--- src/tor_pkg.sv ---
// Package for the tty output ring buffer: sequencer states and fixed constants.
// No dependencies; used by scoped name from tor_store and tty_output_ring_buffer.
`default_nettype none
package tor_pkg;

  // Character that ends a line and starts a send in line mode
  localparam logic [7:0] NEWLINE = 8'h0A;

  // Fixed widths of the stream fields
  localparam int CHAR_W = 8;
  localparam int FREE_W = 6;

  // Sequencer states
  typedef enum logic [1:0] {
    ST_IDLE,
    ST_START,
    ST_READ,
    ST_EMIT
  } tor_state_t;

endpackage
`default_nettype wire

--- src/tor_modadd.sv ---
// Shared modular index adder: (a + b) wrapped once at DEPTH, plus the wrap flag.
// Uses tor_pkg only through its users; no package items needed here.
`default_nettype none
module tor_modadd #(
  parameter int DEPTH = 64
) (
  input  wire logic [$clog2(DEPTH)-1:0]   a,
  input  wire logic [$clog2(DEPTH+1)-1:0] b,
  output logic                            wrap,
  output logic [$clog2(DEPTH)-1:0]        sum_mod
);

  localparam int IW = $clog2(DEPTH);
  localparam int SW = IW + 1;

  logic [SW-1:0] raw;

  // Add, then fold once: a < DEPTH and b <= DEPTH keep the sum below 2*DEPTH
  always_comb begin
    raw     = SW'(a) + SW'(b);
    wrap    = (raw >= SW'(DEPTH));
    sum_mod = wrap ? IW'(raw - SW'(DEPTH)) : IW'(raw);
  end

endmodule
`default_nettype wire

--- src/tor_store.sv ---
// Character store: one write port, one read port with registered read data.
// Depends on tor_pkg for the character width.
`default_nettype none
module tor_store #(
  parameter int DEPTH = 64
) (
  input  wire logic                        clk,
  input  wire logic                        wr_en,
  input  wire logic [$clog2(DEPTH)-1:0]    wr_addr,
  input  wire logic [tor_pkg::CHAR_W-1:0]  wr_data,
  input  wire logic                        rd_en,
  input  wire logic [$clog2(DEPTH)-1:0]    rd_addr,
  output logic      [tor_pkg::CHAR_W-1:0]  rd_data
);

  logic [tor_pkg::CHAR_W-1:0] mem [DEPTH];

  // Write one character
  always_ff @(posedge clk) begin
    if (wr_en) begin
      mem[wr_addr] <= wr_data;
    end
  end

  // Read and hold until the next read
  always_ff @(posedge clk) begin
    if (rd_en) begin
      rd_data <= mem[rd_addr];
    end
  end

endmodule
`default_nettype wire

--- src/tty_output_ring_buffer.sv ---
// Line-buffered circular transmit buffer. A put or completion that sends nothing
// gives its single word in the cycle after accept; one item per cycle while out is taken.
// A chunk runs a setup state, then per byte an adder/read state and an output-load state;
// the next item waits until the chunk's last word is loaded.
// Synchronous active-low reset clears counters, indexes, busy, raw mode and the
// sequencer; the character store is not cleared. Output stalls hold the output-load state.
`default_nettype none
module tty_output_ring_buffer #(
  parameter int DEPTH = 64
) (
  input  wire logic        clk,
  input  wire logic        rst_n,
  // input words
  input  wire logic        in_tvalid,
  output logic             in_tready,
  input  wire logic [7:0]  in_tdata,   // [7:0] char_in
  input  wire logic        in_tuser,   // [0] mode
  // result words
  output logic             out_tvalid,
  input  wire logic        out_tready,
  output logic [15:0]      out_tdata,  // [0] accepted, [8:1] send_byte,
                                       // [9] busy_flag, [15:10] free_space
  output logic             out_tuser,  // [0] send_valid
  output logic             out_tlast,  // send_last
  // configuration
  input  wire logic        cfg_valid,
  output logic             cfg_ready,
  input  wire logic        cfg_data    // raw_mode
);

  localparam int IW = $clog2(DEPTH);
  localparam int CW = $clog2(DEPTH + 1);
  localparam int FW = (CW > tor_pkg::FREE_W) ? CW : tor_pkg::FREE_W;

  localparam logic [CW-1:0] DEPTH_C = CW'(DEPTH);
  localparam logic [CW-1:0] NEAR_C  = CW'(DEPTH - 5);
  localparam logic [CW-1:0] DM1_C   = CW'(DEPTH - 1);

  tor_pkg::tor_state_t state_r, state_nxt;

  logic [CW-1:0] sc_r, sc_nxt;
  logic [IW-1:0] ri_r, ri_nxt;
  logic [CW-1:0] inf_r, inf_nxt;
  logic          sending_r, sending_nxt;
  logic          raw_r;
  logic          acc_r, acc_nxt;
  logic [CW-1:0] n_r, n_nxt;
  logic [CW-1:0] k_r, k_nxt;

  logic                       out_valid_r;
  logic                       out_acc_r;
  logic                       out_sv_r;
  logic [tor_pkg::CHAR_W-1:0] out_byte_r;
  logic                       out_last_r;
  logic                       out_busy_r;
  logic [tor_pkg::FREE_W-1:0] out_free_r;

  logic                       ld;
  logic                       ld_acc;
  logic                       ld_sv;
  logic [tor_pkg::CHAR_W-1:0] ld_byte;
  logic                       ld_last;
  logic [tor_pkg::FREE_W-1:0] ld_free;
  logic [FW-1:0]              free_diff;

  logic          in_fire;
  logic          is_put;
  logic          out_free;
  logic          start_chunk;
  logic          last_byte;

  logic [CW-1:0] add_b;
  logic          add_wrap;
  logic [IW-1:0] add_mod;

  logic                       wr_en;
  logic                       rd_en;
  logic [tor_pkg::CHAR_W-1:0] rd_data;

  // Handshakes
  assign out_free  = !out_valid_r || out_tready;
  assign in_tready = (state_r == tor_pkg::ST_IDLE) && out_free;
  assign in_fire   = in_tvalid && in_tready;
  assign is_put    = !in_tuser;
  assign cfg_ready = 1'b1;
  assign last_byte = (k_r == (n_r - CW'(1)));

  tor_modadd #(.DEPTH(DEPTH)) u_add (
    .a       (ri_r),
    .b       (add_b),
    .wrap    (add_wrap),
    .sum_mod (add_mod)
  );

  tor_store #(.DEPTH(DEPTH)) u_store (
    .clk     (clk),
    .wr_en   (wr_en),
    .wr_addr (add_mod),
    .wr_data (in_tdata),
    .rd_en   (rd_en),
    .rd_addr (add_mod),
    .rd_data (rd_data)
  );

  // Next state
  always_comb begin
    state_nxt = state_r;
    case (state_r)
      tor_pkg::ST_IDLE: begin
        if (start_chunk) state_nxt = tor_pkg::ST_START;
      end
      tor_pkg::ST_START: begin
        state_nxt = tor_pkg::ST_READ;
      end
      tor_pkg::ST_READ: begin
        state_nxt = tor_pkg::ST_EMIT;
      end
      tor_pkg::ST_EMIT: begin
        if (out_free) state_nxt = last_byte ? tor_pkg::ST_IDLE : tor_pkg::ST_READ;
      end
      default: state_nxt = tor_pkg::ST_IDLE;
    endcase
  end

  // Datapath and output loads per state
  always_comb begin
    sc_nxt      = sc_r;
    ri_nxt      = ri_r;
    inf_nxt     = inf_r;
    sending_nxt = sending_r;
    acc_nxt     = acc_r;
    n_nxt       = n_r;
    k_nxt       = k_r;
    add_b       = sc_r;
    wr_en       = 1'b0;
    rd_en       = 1'b0;
    start_chunk = 1'b0;
    ld          = 1'b0;
    ld_acc      = 1'b0;
    ld_sv       = 1'b0;
    ld_byte     = '0;
    ld_last     = 1'b1;
    case (state_r)
      tor_pkg::ST_IDLE: begin
        add_b = is_put ? sc_r : inf_r;
        if (in_fire) begin
          if (is_put) begin
            if (sc_r == DEPTH_C) begin
              // full: drop the character
              ld = 1'b1;
            end else begin
              wr_en  = 1'b1;
              sc_nxt = sc_r + CW'(1);
              if ((raw_r || in_tdata == tor_pkg::NEWLINE || sc_nxt > NEAR_C)
                  && !sending_r) begin
                sending_nxt = 1'b1;
                acc_nxt     = 1'b1;
                start_chunk = 1'b1;
              end else begin
                ld     = 1'b1;
                ld_acc = 1'b1;
              end
            end
          end else if (!sending_r) begin
            // completion with nothing in flight
            ld = 1'b1;
          end else begin
            // retire the in-flight chunk
            sc_nxt  = (inf_r > sc_r) ? '0 : sc_r - inf_r;
            ri_nxt  = add_mod;
            inf_nxt = '0;
            acc_nxt = 1'b0;
            if (sc_nxt != '0) begin
              start_chunk = 1'b1;
            end else begin
              sending_nxt = 1'b0;
              ld          = 1'b1;
            end
          end
        end
      end
      tor_pkg::ST_START: begin
        // chunk ends at the wrap point or the end of the data
        add_b   = sc_r;
        n_nxt   = add_wrap ? (DEPTH_C - CW'(ri_r)) : sc_r;
        inf_nxt = n_nxt;
        k_nxt   = '0;
      end
      tor_pkg::ST_READ: begin
        add_b = k_r;
        rd_en = 1'b1;
      end
      tor_pkg::ST_EMIT: begin
        add_b = k_r;
        if (out_free) begin
          ld      = 1'b1;
          ld_acc  = acc_r;
          ld_sv   = 1'b1;
          ld_byte = rd_data;
          ld_last = last_byte;
          if (!last_byte) k_nxt = k_r + CW'(1);
        end
      end
      default: begin
        add_b = sc_r;
      end
    endcase
  end

  // Free space after this step, saturated at zero
  always_comb begin
    free_diff = FW'(DM1_C) - FW'(sc_nxt);
    ld_free   = (sc_nxt >= DM1_C) ? '0 : free_diff[tor_pkg::FREE_W-1:0];
  end

  // Control registers
  always_ff @(posedge clk) begin
    if (!rst_n) begin
      state_r     <= tor_pkg::ST_IDLE;
      sc_r        <= '0;
      ri_r        <= '0;
      inf_r       <= '0;
      sending_r   <= 1'b0;
      raw_r       <= 1'b0;
      acc_r       <= 1'b0;
      n_r         <= '0;
      k_r         <= '0;
      out_valid_r <= 1'b0;
    end else begin
      state_r     <= state_nxt;
      sc_r        <= sc_nxt;
      ri_r        <= ri_nxt;
      inf_r       <= inf_nxt;
      sending_r   <= sending_nxt;
      acc_r       <= acc_nxt;
      n_r         <= n_nxt;
      k_r         <= k_nxt;
      if (cfg_valid && cfg_ready) raw_r <= cfg_data;
      if (ld) begin
        out_valid_r <= 1'b1;
      end else if (out_tready) begin
        out_valid_r <= 1'b0;
      end
    end
  end

  // Output word register
  always_ff @(posedge clk) begin
    if (ld) begin
      out_acc_r  <= ld_acc;
      out_sv_r   <= ld_sv;
      out_byte_r <= ld_byte;
      out_last_r <= ld_last;
      out_busy_r <= sending_nxt;
      out_free_r <= ld_free;
    end
  end

  assign out_tvalid = out_valid_r;
  assign out_tdata  = {out_free_r, out_busy_r, out_byte_r, out_acc_r};
  assign out_tuser  = out_sv_r;
  assign out_tlast  = out_last_r;

endmodule
`default_nettype wire
--- config.mk ---
export PLATFORM = sky130hd
export DESIGN_NAME = tty_output_ring_buffer
export DESIGN_NICKNAME = d
export VERILOG_FILES = /design/src/tor_pkg.sv /design/src/tor_modadd.sv /design/src/tor_store.sv /design/src/tty_output_ring_buffer.sv
export SDC_FILE = /design/constraint.sdc
export NUM_CORES = 1
export LEC_CHECK = 0
export BUFFER_PORTS_ARGS = -buffer_cell sky130_fd_sc_hd__buf_2
export CORE_ASPECT_RATIO = 1.2
export CORE_MARGIN = 5
export CORE_UTILIZATION = 40
export DETAILED_ROUTE_END_ITERATION = 7
export PLACE_DENSITY = 0.58
export REMOVE_ABC_BUFFERS = 1
export SLEW_MARGIN = 25
export SYNTH_ARGS = -nofsm -noshare
export SYNTH_HDL_FRONTEND = slang
export SYNTH_SLANG_ARGS = --single-unit
--- constraint.sdc ---
create_clock -name clk -period 4.3 [get_ports clk]
set_clock_uncertainty 0.05 [all_clocks]
set_input_delay 0.43 -clock clk [delete_from_list [all_inputs] [get_ports clk]]
set_output_delay 0.43 -clock clk [all_outputs]
set_load 0.05 [all_outputs]
==> flow_summary.json <==
{
  "status": "finished, final reports clean",
  "wl_per_cell_um": 26.1,
  "ir_drop_uv": 344,
  "fp.dieW_um": 235,
  "track_usage": 0.218,
  "final_cell_area_um2": 30100,
  "remaining_drc_errors": 0,
  "drv_cap": 0,
  "die_area_um2": 66000,
  "clk_latency_ps": 630,
  "synth_top_area_share": 0.663,
  "grt_pass1_vias": 16300,
  "root_buffer": "clkbuf_16",
  "dp_cells": 2717,
  "grt.overflow.total": 0,
  "p_leak_uw": 0.0103,
  "hold_path.class": "in2reg",
  "ys_seq_area_frac": 0.696,
  "io_pins": 36,
  "cts.clk_slew.worst_paths_ps": 70,
  "avgSynthCellArea_um2": 14.2,
  "min_period_over_period": 0.972,
  "drt-total-wl_um": 74300,
  "hold_start": "cfg_data",
  "cts_buffers": 56,
  "synth_cell_types": 80,
  "cpMaxStageDelayCell": "fa_4",
  "core_um2": 60600,
  "synth_top_family_by_area": "compound AO/OA/AOI/OAI gates",
  "r2r-end": "u_store.rd_data[5]",
  "synth_fa_ha_area_frac": 0.0134,
  "power_density_nw_per_um2": 515,
  "ys.flop_type": "edfxtp_1",
  "port_buffers": 34,
  "placed_area_um2": 27300,
  "synth_seq_cells": 578,
  "rsz0062_at_grt": "true",
  "vias_per_cell": 5.77,
  "synth-simple-area-share": 0.0900,
  "crit_family": "compound AO/OA/AOI/OAI gates",
  "layout.cells.non_filler": 2846,
  "cp_max_fo": 7,
  "path_depth": 16,
  "yosysTopAreaCell": "edfxtp_1",
  "cts_tree": "done",
  "synthCells": 1716,
  "tightest_slew_ps": 840,
  "worstSetupEndpointType": "flop",
  "reg2reg_from": "state_r[0]",
  "final_cell_mix": "edfxtp_1 (538), buf_4 (253), nand2_1 (165)",
  "antenna_found_initial": 5,
  "dp_hpwl_um": 48900,
  "synth_area_leaders": "edfxtp_1 (66%), dfxtp_1 (3.3%), mux4_2 (3.0%)",
  "fin_util": 0.497,
  "slew_viol_final": 0,
  "path_buf_inv": 4,
  "mappedNetlistArea_um2": 24400,
  "drive_gt1_frac": 0.277,
  "synth-xor-area-share": 0.0121,
  "final_nets": 2029,
  "required_ps": 4620,
  "dr_total_vias": 16400,
  "holdPathEnd": "raw_r",
  "drt_iter0_drc": 1695,
  "synth_edf_count": 538,
  "final_common_cell": "edfxtp_1",
  "cts-htree-levels": 2,
  "cts_buffer_depth": 3,
  "hold_viol": 0,
  "arrival_ps": 4500,
  "postRouteAntennaNets": 0,
  "die_height_um": 280,
  "firstDrtPassIters": 5,
  "r2r_cells": 16,
  "path_cells": "buf_4 > ha_2 > nor2_2 > nor2_2 > a222oi_1 > inv_1 > ha_4 > fa_4 > buf_12 > buf_8 > mux2_4 > a221o_1 > a221oi_2 > a21oi_2 > a32oi_2 > o211ai_1",
  "synthArstFlopShare": 0,
  "gp_congestion": 0.909,
  "syn_to_final_growth_pct": 23.6,
  "rows": 99,
  "ys_warn_count": 0,
  "worst_path_most_repeated_cell": "nor2_2",
  "cts_hold_buf": 0,
  "synth_compound_area_frac": 0.0992,
  "min_path_cells": 3,
  "critPathMaxStageDelay_ps": 840,
  "period_minus_slack_ps": 4180,
  "initial_core_util": 0.402,
  "slew_headroom": 0.436,
  "grt_pass1_wl_um": 108000,
  "grt_max_degree": 65,
  "clock-sinks": 578,
  "cp-start-kind": "flop",
  "synthMuxAreaShare": 0.0635,
  "setup_violations": 0,
  "r2r_slack_ps": 120,
  "fmax_ghz": 0.239,
  "crit_type": "reg2reg"
}
[cell type report]
type,instances,area (um^2)
Fill cell,5125,30500
Sequential cell,578,17000
Multi-Input combinational cell,997,7310
Timing Repair Buffer,323,2720
Clock buffer,66,1490
Tap cell,808,1010
Clock inverter,40,508
Inverter,33,124
Antenna cell,1,2.50
[worst register-to-register path: stages, from the launching register on]
cell,delay (ps)
dfxtp_2,330
buf_4,150
ha_2,190
nor2_2,100
nor2_2,50
a222oi_1,270
inv_1,120
ha_4,180
fa_4,840
buf_12,150
buf_8,140
mux2_4,310
a221o_1,330
a221oi_2,300
a21oi_2,70
a32oi_2,230
o211ai_1,120
[how the worst max path moves through the flow]
stage	slack, ps	to	start
after global placement	-370	u_store.rd_data[3]	state_r[0]
after CTS	-4	u_store.rd_data[2]	state_r[0]
final	120	u_store.rd_data[5]	state_r[0]
after floorplan	-4610	u_store.mem[1][0]	state_r[1]
after detailed placement	-320	u_store.rd_data[3]	state_r[0]
after global routing	-60	u_store.rd_data[0]	state_r[0]
[logic make-up after synthesis]
logic type,after synthesis
buf+inv,141
flops,578
simple gates,483
compound gates,345
mux,112
xor+xnor,31
other cells,1
fa+ha+maj,25
[metrics by stage]
step	setup WS, ps	hold slack, ps	total power [uW]	TNS (ps)
global placement	-367	436	9910	-2530
floorplan	-4610	396	8490	-2199340
finish	119	36.2	15500	0
CTS	-4.21	8.89	15300	-4.21
detailed placement	-320	435	9930	-3220
global route	-62.7	53.3	16100	-184
[cells in the mapped netlist, types with 32 or more instances]
library cell,n
dfxtp_1,40
mux4_2,32
nand3_1,85
buf_2,44
o21ai_0,49
a21oi_1,76
nor2_1,120
mux2i_1,58
clkbuf_1,46
a31oi_1,35
inv_1,32
nand2_1,171
edfxtp_1,538
[layer usage]
metal  global-route usage  share of wire  up-vias
met3               0.0475          0.084      179
met4               0.0797          0.045        2
met5                    0        0.00018        -
met2                0.368           0.49      746
li1                     -              -     7227
met1                0.279           0.38     8275
[registers in the layout (all words and copies together), names as in the netlist]
signal / count
u_store.mem: 512
out_byte_r: 8
u_store.rd_data: 8
inf_r: 7
k_r: 7
n_r: 7
sc_r: 7
out_free_r: 6
ri_r: 6
state_r: 2
acc_r: 1
out_acc_r: 1
out_busy_r: 1
out_tlast: 1
out_tuser: 1
out_tvalid: 1
raw_r: 1
sending_r: 1
[what timing repair did]
action                     CTS  global route
gates resized for setup     22            95
cloned                       0             3
buffers inserted             6            15
setup endpoints to repair  133           362
pin swaps                    7            39
[power breakdown]
part	internal [uW]	leakage [uW]	switching, uW
clock	3150	0.000979	2190
combinational	1500	0.00417	2270
sequential	6330	0.00517	75.0
total	11000	0.0103	4540
Power figures use the tool's default switching activity.
